==> src/rtl/dsib_pkg.sv <==
`timescale 1ns / 1ps
`default_nettype none

package dsib_pkg;

  localparam int CAPACITY     = 64;
  localparam int PAYLOAD_BITS = 32;
  localparam int DATA_W       = (PAYLOAD_BITS < 32) ? PAYLOAD_BITS : 32;
  localparam int COUNT_W      = $clog2(CAPACITY + 1);

  localparam logic KIND_INSERT = 1'b0;
  localparam logic KIND_DRAIN  = 1'b1;

  localparam logic [1:0] STATUS_INSERTED = 2'd0;
  localparam logic [1:0] STATUS_FULL     = 2'd1;
  localparam logic [1:0] STATUS_DRAINED  = 2'd2;
  localparam logic [1:0] STATUS_EMPTY    = 2'd3;

  typedef enum logic {
    ST_IDLE,
    ST_DRAIN
  } state_t;

  typedef struct packed {
    logic               kind;
    logic signed [7:0]  sort_key;
    logic        [31:0] payload;
  } item_t;

  typedef struct packed {
    logic        [1:0]  status;
    logic signed [7:0]  out_key;
    logic        [31:0] out_payload;
    logic               last;
  } result_t;

  typedef struct packed {
    logic signed [7:0]       key;
    logic        [DATA_W-1:0] data;
  } entry_t;

  // broadcast to every cell of the chain
  typedef struct packed {
    logic   insert;
    logic   drain;
    entry_t new_entry;
  } cell_ctl_t;

endpackage

`default_nettype wire

==> src/rtl/dsib_cell.sv <==
`timescale 1ns / 1ps
`default_nettype none

module dsib_cell import dsib_pkg::*; (
  input  wire logic      clk,
  input  wire cell_ctl_t ctl,
  input  wire logic      occupied,
  input  wire entry_t    prev_entry,
  input  wire logic      prev_greater,
  input  wire entry_t    next_entry,
  output entry_t         entry,
  output logic           greater
);

  entry_t entry_next;

  // an empty slot counts as greater than any key, so a new word with no greater key stored lands at the end
  assign greater = !occupied || ($signed(entry.key) > $signed(ctl.new_entry.key));

  always_comb begin
    entry_next = entry;
    if (ctl.drain) begin
      entry_next = next_entry;
    end else if (ctl.insert) begin
      if (prev_greater) begin
        entry_next = prev_entry;
      end else if (greater) begin
        entry_next = ctl.new_entry;
      end
    end
  end

  always_ff @(posedge clk) begin
    entry <= entry_next;
  end

endmodule

`default_nettype wire

==> config.mk <==
export PLATFORM = sky130hd
export DESIGN_NAME = dsib_cell
export DESIGN_NICKNAME = d
export VERILOG_FILES = /design/src/rtl/dsib_pkg.sv /design/src/rtl/dsib_cell.sv
export SDC_FILE = /design/constraint.sdc
export NUM_CORES = 1
export LEC_CHECK = 0
export BUFFER_PORTS_ARGS = -buffer_cell sky130_fd_sc_hd__buf_2
export CORE_MARGIN = 1.5
export CORE_UTILIZATION = 46
export CTS_BUF_LIST = sky130_fd_sc_hd__clkbuf_8
export DETAILED_ROUTE_END_ITERATION = 10
export PLACE_DENSITY = 0.89
export SKIP_LAST_GASP = 1
export SLEW_MARGIN = 20
export SYNTH_ARGS = -nofsm -noshare
export SYNTH_HDL_FRONTEND = slang
export SYNTH_SLANG_ARGS = --single-unit
==> constraint.sdc <==
create_clock -name clk -period 8.8 [get_ports clk]
set_input_delay 1.76 -clock clk [delete_from_list [all_inputs] [get_ports clk]]
set_output_delay 1.76 -clock clk [all_outputs]
set_load 0.01 [all_outputs]
==> results of run 1 <==
## power by group
group / internal [uW] / switching [uW] / leakage (uW)
Sequential: 238 / 6.17 / 0.000411
Combinational: 57.5 / 65.8 / 0.00120
Clock: 53.7 / 63.3 / 0.0000400
## critical path: cells and delay by family
family / cells / cell delay, ns
buffers and inverters: 3 / 0.30
AOI/OAI and AO/OA: 2 / 0.45
and+or+nand+nor: 2 / 0.27
adders and majority gates: 1 / 0.33
## path summary, 6_finish.rpt
| kind | from | cells after the start | endpoint | slack (ns) |
|---|---|---|---|---|
| worst max-delay path | ctl[39] | 8 | greater | 3.94 |
| worst min-delay path | entry[38] | 4 | entry[39] | 1.44 |
| worst max register to register | entry[39] | 6 | entry[20] | 6.56 |
| worst min register to register | entry[38] | 4 | entry[39] | 1.44 |
## layer usage
layer,GRT usage (%),up-vias
met5,0,-
met4,7.61,0
met3,6.37,10
met2,37.6,110
met1,21.7,952
li1,-,1068
## kinds of logic after synthesis
kind of cell	after synthesis
flops	40
simple gates	46
fa+ha+maj	8
compound gates	50
buf+inv	23
mux	40
## Yosys cell counts, drive strengths merged
cell type	instances
a21o	2
a21oi	2
a221oi	1
buf	12
clkbuf	2
edfxtp	40
ha	8
inv	9
mux2i	40
nand2	41
nand4	2
nor2	2
nor3	1
o21ai	43
o21bai	1
o2bb2ai	1
## through the flow
stage	total power, uW	instance area [um^2]	setup WS [ns]
after CTS	488	3220	3.95
after floorplan	316	2330	3.92
after global placement	366	3140	4.03
final	484	3220	3.94
after global routing	511	3220	3.89
after detailed placement	373	3140	3.96
## area by class of cell
type                    instances  area (um^2)  share of cell area (%)
clock buffers                   5         68.8                    2.14
clock inverters                 2         12.5                   0.389
inverters                       9         33.8                    1.05
multi-input cells             144          970                    30.1
flip-flops and latches         40         1200                    37.3
well taps                      67         83.8                    2.60
repair buffers                168          848                    26.4
==> impl_metrics.ini, run 1 <==
[yosys]
synth_area_um2 = 2330
ys_types = 21
synthCells = 207
synthAdderAreaFrac_pct = 4.30
synth_top_area_share_pct = 51.6
ys_seq_area_share_pct = 51.6
yosysWarningCount = 0
yosys.area_share.simple_pct = 7.68
synth_compound_area_share_pct = 12.0
synth_xor_xnor_area_share_pct = 0
synth_top_family_by_area = multiplexers
synth_mux_area_share_pct = 17.2
synth.net_count = 340
ys_seq_elements = 40
avgSynthCellArea_um2 = 11.3
synth_area_leaders = edfxtp_1 (52%), mux2i_1 (17%), o21ai_1 (8.6%)
synth_largest_area_cell = edfxtp_1

[cells_and_area]
reg.largest.list = entry x40
final_cell_mix = buf_2 (165), nand2_1 (41), mux2i_1 (40), o21ai_1 (40), edfxtp_1 (40)
utilization_pct = 67.2
syn_to_final_growth_pct = 38.1
regMostFlops = entry
final.fill_count = 380
stdcell_count = 435
drive_above_1_share_pct = 48.6
largest_register_ffs = 40
num_antenna_cells = 0
mostFrequentLayoutCell = buf_2
nets = 501

[route]
wirelength_um = 5710
wl_met2_um = 2960
drt-wirelength-per-cell_um = 13.1
first_pass_iters = 4
first_iter_violations = 85
drcViolationCount = 0
antenna_left = 0
wl_met1_um = 2160
top_layer = met4
via_per_inst = 4.92
dr_total_vias = 2140
routed-wl-met3_um = 505

[sta]
rsz0062_at_grt = false
setup_viol = 0
worst_pin_slew_ns = 0.731
tns_ns = 0
finalHoldViolations = 0
maxSlewViolCount = 0
fin_worst_skew_ns = 0.00471
fmax_mhz = 206
slew_headroom_pct = 51.2
finalHoldWorstSlack_ns = 1.44
min_period_over_period_pct = 55.2
fin_crit_ns = 4.86

[setup_path]
critPathMaxStageDelay_ns = 0.35
cp_data_arrival_time_ns = 3.10
cp_max_fo = 3
cpMostUsedCell = buf_2
path_class = in -> out
crit_chain = buf_2, inv_1, ha_1, nand4_1, nor2_1, a221oi_2, o21bai_1, buf_2
crit_path_top_delay_cell = a221oi_2
cp.required_ns = 7.04
cp-end-kind = primary output
critPathLaunchType = input pin

[global_routing]
grt_max_degree = 83
antenna_found_initial = 0
grtUsageTotal_pct = 20.4
grt_pass1_wl_um = 8410
grt_pass1_vias = 1911
grt_overflow = 0

[clocking]
cts_max_level = 2
postCtsSetupBuffers = 0
cts_buffers = 5
clock-root-buffer = clkbuf_8
clk_pin_slew_ns = 0.08
clk_path_buf_depth = 2
cts_sinks = 40
clk_latency_ns = 0.29
post_cts_resized = 0
cts_tree = done
cts_hold_buf = 0

[floorplanning]
num_rows = 25
fp.dieW_um = 74.2
start_util_pct = 48.7
io_pins = 166
die_y_um = 74.2
die-area_um2 = 5500
core_um2 = 4790

[job]
max_cap_violations = 0

[worst_hold_path]
hp-class = reg -> reg

[pwr]
leakagePower_uw = 0.00165
power_density_nw_per_um2 = 150
peakVddDrop_uv = 100

[status]
outcome = finished clean

[placed_design]
port_buffers = 165
hpwl_um = 4330
dp.cells = 428
gp_congestion = 0.765
No activity file was read; power rests on OpenSTA's default activity.
==> run 2: changes to the inputs <==
--- a/config.mk
+++ b/config.mk
@@ -5,12 +5,13 @@
 export SDC_FILE = /design/constraint.sdc
 export NUM_CORES = 1
 export LEC_CHECK = 0
+export ABC_AREA = 1
 export BUFFER_PORTS_ARGS = -buffer_cell sky130_fd_sc_hd__buf_2
 export CORE_MARGIN = 1.5
-export CORE_UTILIZATION = 46
+export CORE_UTILIZATION = 38
 export CTS_BUF_LIST = sky130_fd_sc_hd__clkbuf_8
 export DETAILED_ROUTE_END_ITERATION = 10
-export PLACE_DENSITY = 0.89
+export PLACE_DENSITY = 0.79
 export SKIP_LAST_GASP = 1
 export SLEW_MARGIN = 20
 export SYNTH_ARGS = -nofsm -noshare
==> constraint.sdc (replaced) <==
create_clock -name clk -period 4 [get_ports clk]
set_input_delay 0.8 -clock clk [delete_from_list [all_inputs] [get_ports clk]]
set_output_delay 0.8 -clock clk [all_outputs]
set_load 0.01 [all_outputs]
==> run 2 against run 1 <==
Synthesized area is 2.6% lower. Clock power is 110% higher. Count of clock-buffer cells in the layout stayed put. Final cell count is 12% higher. Combinational power is 120% higher. Wire length is 11% higher. First-iteration DRC count is 48% higher. Sequential share of layout area is 0.28 points higher. Non-clock buffer count is 1 lower. Design area is 0.74% lower. Largest power group unchanged. Highest routed layer unchanged.
==> impl_metrics.ini, run 2 <==
[status]
outcome = finished clean

[yosys]
synth-edff-count = 40
avgSynthCellArea_um2 = 8.76
synth_area_um2 = 2270
synth.net_count = 392
synth_area_leaders = edfxtp_1 (53%), a21oi_1 (16%), nand2_1 (8.8%)
synth_commonest_cells = a21oi_1 (72), nand2_1 (53), edfxtp_1 (40)
ys_seq_elements = 40
yosys.cell_count.top_type = a21oi_1
synth_top_area_share_pct = 52.9
synthCells = 259
ys_seq_area_share_pct = 52.9
ys_async_sr_fraction_pct = 0
synth_largest_area_cell = edfxtp_1
ys_types = 19
yosysWarningCount = 0
synth_ff_type = edfxtp_1

[setup_path]
crit_buf_inv = 3
path_class = in -> out
crit_chain = buf_2, inv_1, ha_1, nand2_1, nor2_1, nand2_1, nand2_1, nand2_1, nand3_2, nand2_1, buf_2
cpMostUsedCell = nand2_1
critPathMaxStageDelay_ns = 0.33
cp_data_arrival_time_ns = 2.03
cpLargestDelayFamily = simple AND/OR/NAND/NOR gates
crit_path_top_delay_cell = ha_1
cp_max_fo = 4
critPathLaunchType = input pin
crit_start = ctl[39]
cp.required_ns = 3.20
cp-end-kind = primary output
rr_startpoint = entry[39]

[cells_and_area]
stdcell_count = 489
drive_above_1_share_pct = 42.9
reg.largest.list = entry x40
num_antenna_cells = 0
regMostFlops = entry
mostFrequentLayoutCell = buf_2
largest_register_ffs = 40
nets = 550
final_cell_mix = buf_2 (165), a21oi_1 (72), nand2_1 (53)
syn_to_final_growth_pct = 40.7

[route]
drcViolationCount = 0
dr_total_vias = 2439
via_per_inst = 4.99
drt-wirelength-per-cell_um = 13.0
antenna_left = 0
first_pass_iters = 5
first_iter_violations = 126
wirelength_um = 6350

[pwr]
p_int_uw = 750
swShare_pct = 27.7
peakVddDrop_uv = 159
leakagePower_uw = 0.00158
clkPwrFrac_pct = 23.5
p_seq_share_pct = 51.0
power_density_nw_per_um2 = 325
netSwitchingPower_uw = 287
power_frac_comb_pct = 25.5

[worst_hold_path]
min_from = next_entry[33]
hp-class = in -> reg

[sta]
min_period_over_period_pct = 70.8
tns_ns = 0
setup_ws_ns = 1.17
fmax_mhz = 353
slew_headroom_pct = 40.9
rsz0062_at_grt = false
setup_viol = 0
maxSlewViolCount = 0
fin_worst_skew_ns = 0.0142
worst_pin_slew_ns = 0.886
finalHoldWorstSlack_ns = 0.776
fin_crit_ns = 2.83
finalHoldViolations = 0

[placed_design]
hpwl_um = 4650
port_buffers = 165
dp.cells = 482
gp_congestion = 0.787
post-place-ws_ns = 1.22

[clocking]
cts_max_level = 2
cts_sinks = 40
clk_pin_slew_ns = 0.08
cts_hold_buf = 0
clk_path_buf_depth = 2
clock-root-buffer = clkbuf_8
cts_buffers = 5
cts_tree = done
clk_latency_ns = 0.29
postCtsSetupBuffers = 0
post_cts_resized = 0

[floorplanning]
start_util_pct = 40.2
core_um2 = 5640
fp.dieW_um = 80.3
die-area_um2 = 6450
io_pins = 166
die_y_um = 80.3
num_rows = 27

[global_routing]
grt_overflow = 0
grt_pass1_wl_um = 9800
grt_max_degree = 48
grt_pass1_vias = 2233
grtUsageTotal_pct = 19.7
antenna_found_initial = 0

[job]
max_cap_violations = 0
run 2: changes by cell type in the layout (fill, tap and decap cells not counted), sizes merged, moves of 3 or more:
cell,delta
a21oi,+70
inv,+8
mux2i,-40
nand2,+12
nand3,+3
nor2,+36
o211ai,+5
o21a,+5
o21ai,-43
run 2: area by class of cell:
| class | instances | area [um^2] |
|---|---|---|
| fillers | 530 | 2450 |
| flip-flops and latches | 40 | 1200 |
| multi-input cells | 187 | 925 |
| repair buffers | 167 | 841 |
| well taps | 72 | 90.1 |
| clock buffers | 5 | 68.8 |
| inverters | 16 | 60.1 |
| clock inverters | 2 | 8.76 |
run 2: final timing paths:
path / to / slack [ns] / cells past startpoint
worst max-delay path: greater / 1.17 / 11
worst min-delay path: entry[33] / 0.78 / 2
worst max register to register: entry[25] / 1.90 / 10
worst min register to register: entry[2] / 1.30 / 7
run 2: cell families (layout without fill, tap and decap cells):
group / Yosys count / after routing / synth area share [%]
DFF: 40 / 40 / 52.9
and+or+nand+nor: 96 / 96 / 16.8
adders and majority gates: 8 / 8 / 4.41
AOI/OAI and AO/OA: 83 / 83 / 19.5
buffers and inverters: 32 / 190 / 6.34
run 2: worst register-to-register path, cell delays in order (launching register included):
cell,delay [ns]
edfxtp_1,0.39
ha_1,0.35
nand2_1,0.10
nor2_1,0.16
nand2_1,0.10
nand3_1,0.10
nand3_2,0.10
nand3_2,0.07
nand2_1,0.05
inv_1,0.06
buf_4,0.28
run 2: per-stage QoR:
| step | total power (uW) | util, % | cell area, um^2 |
|---|---|---|---|
| 2_1_floorplan | 676 | - | 2270 |
| 3_3_place_gp | 796 | 55.2 | 3120 |
| 3_5_place_dp | 804 | 55.2 | 3120 |
| 4_1_cts | 1050 | 56.6 | 3190 |
| 5_1_grt | 1100 | 56.6 | 3190 |
| 6_report | 1040 | 56.6 | 3190 |
run 2: per-layer routing:
metal	global-route usage, %	wire (um)	part of all wire, %
met1	21.0	2530	40
met2	37.9	3280	52
met3	5.00	506	8.0
met4	5.34	34	0.54
met5	0	0	0
run 2: power by group through the flow:
stage                     sequential [uW]  combinational, uW  clock, uW
after global placement                537                259          0
after global routing                  534                297        271
after floorplan                       565                111          0
after CTS                             530                267        253
final                                 529                265        244
after detailed placement              539                265          0
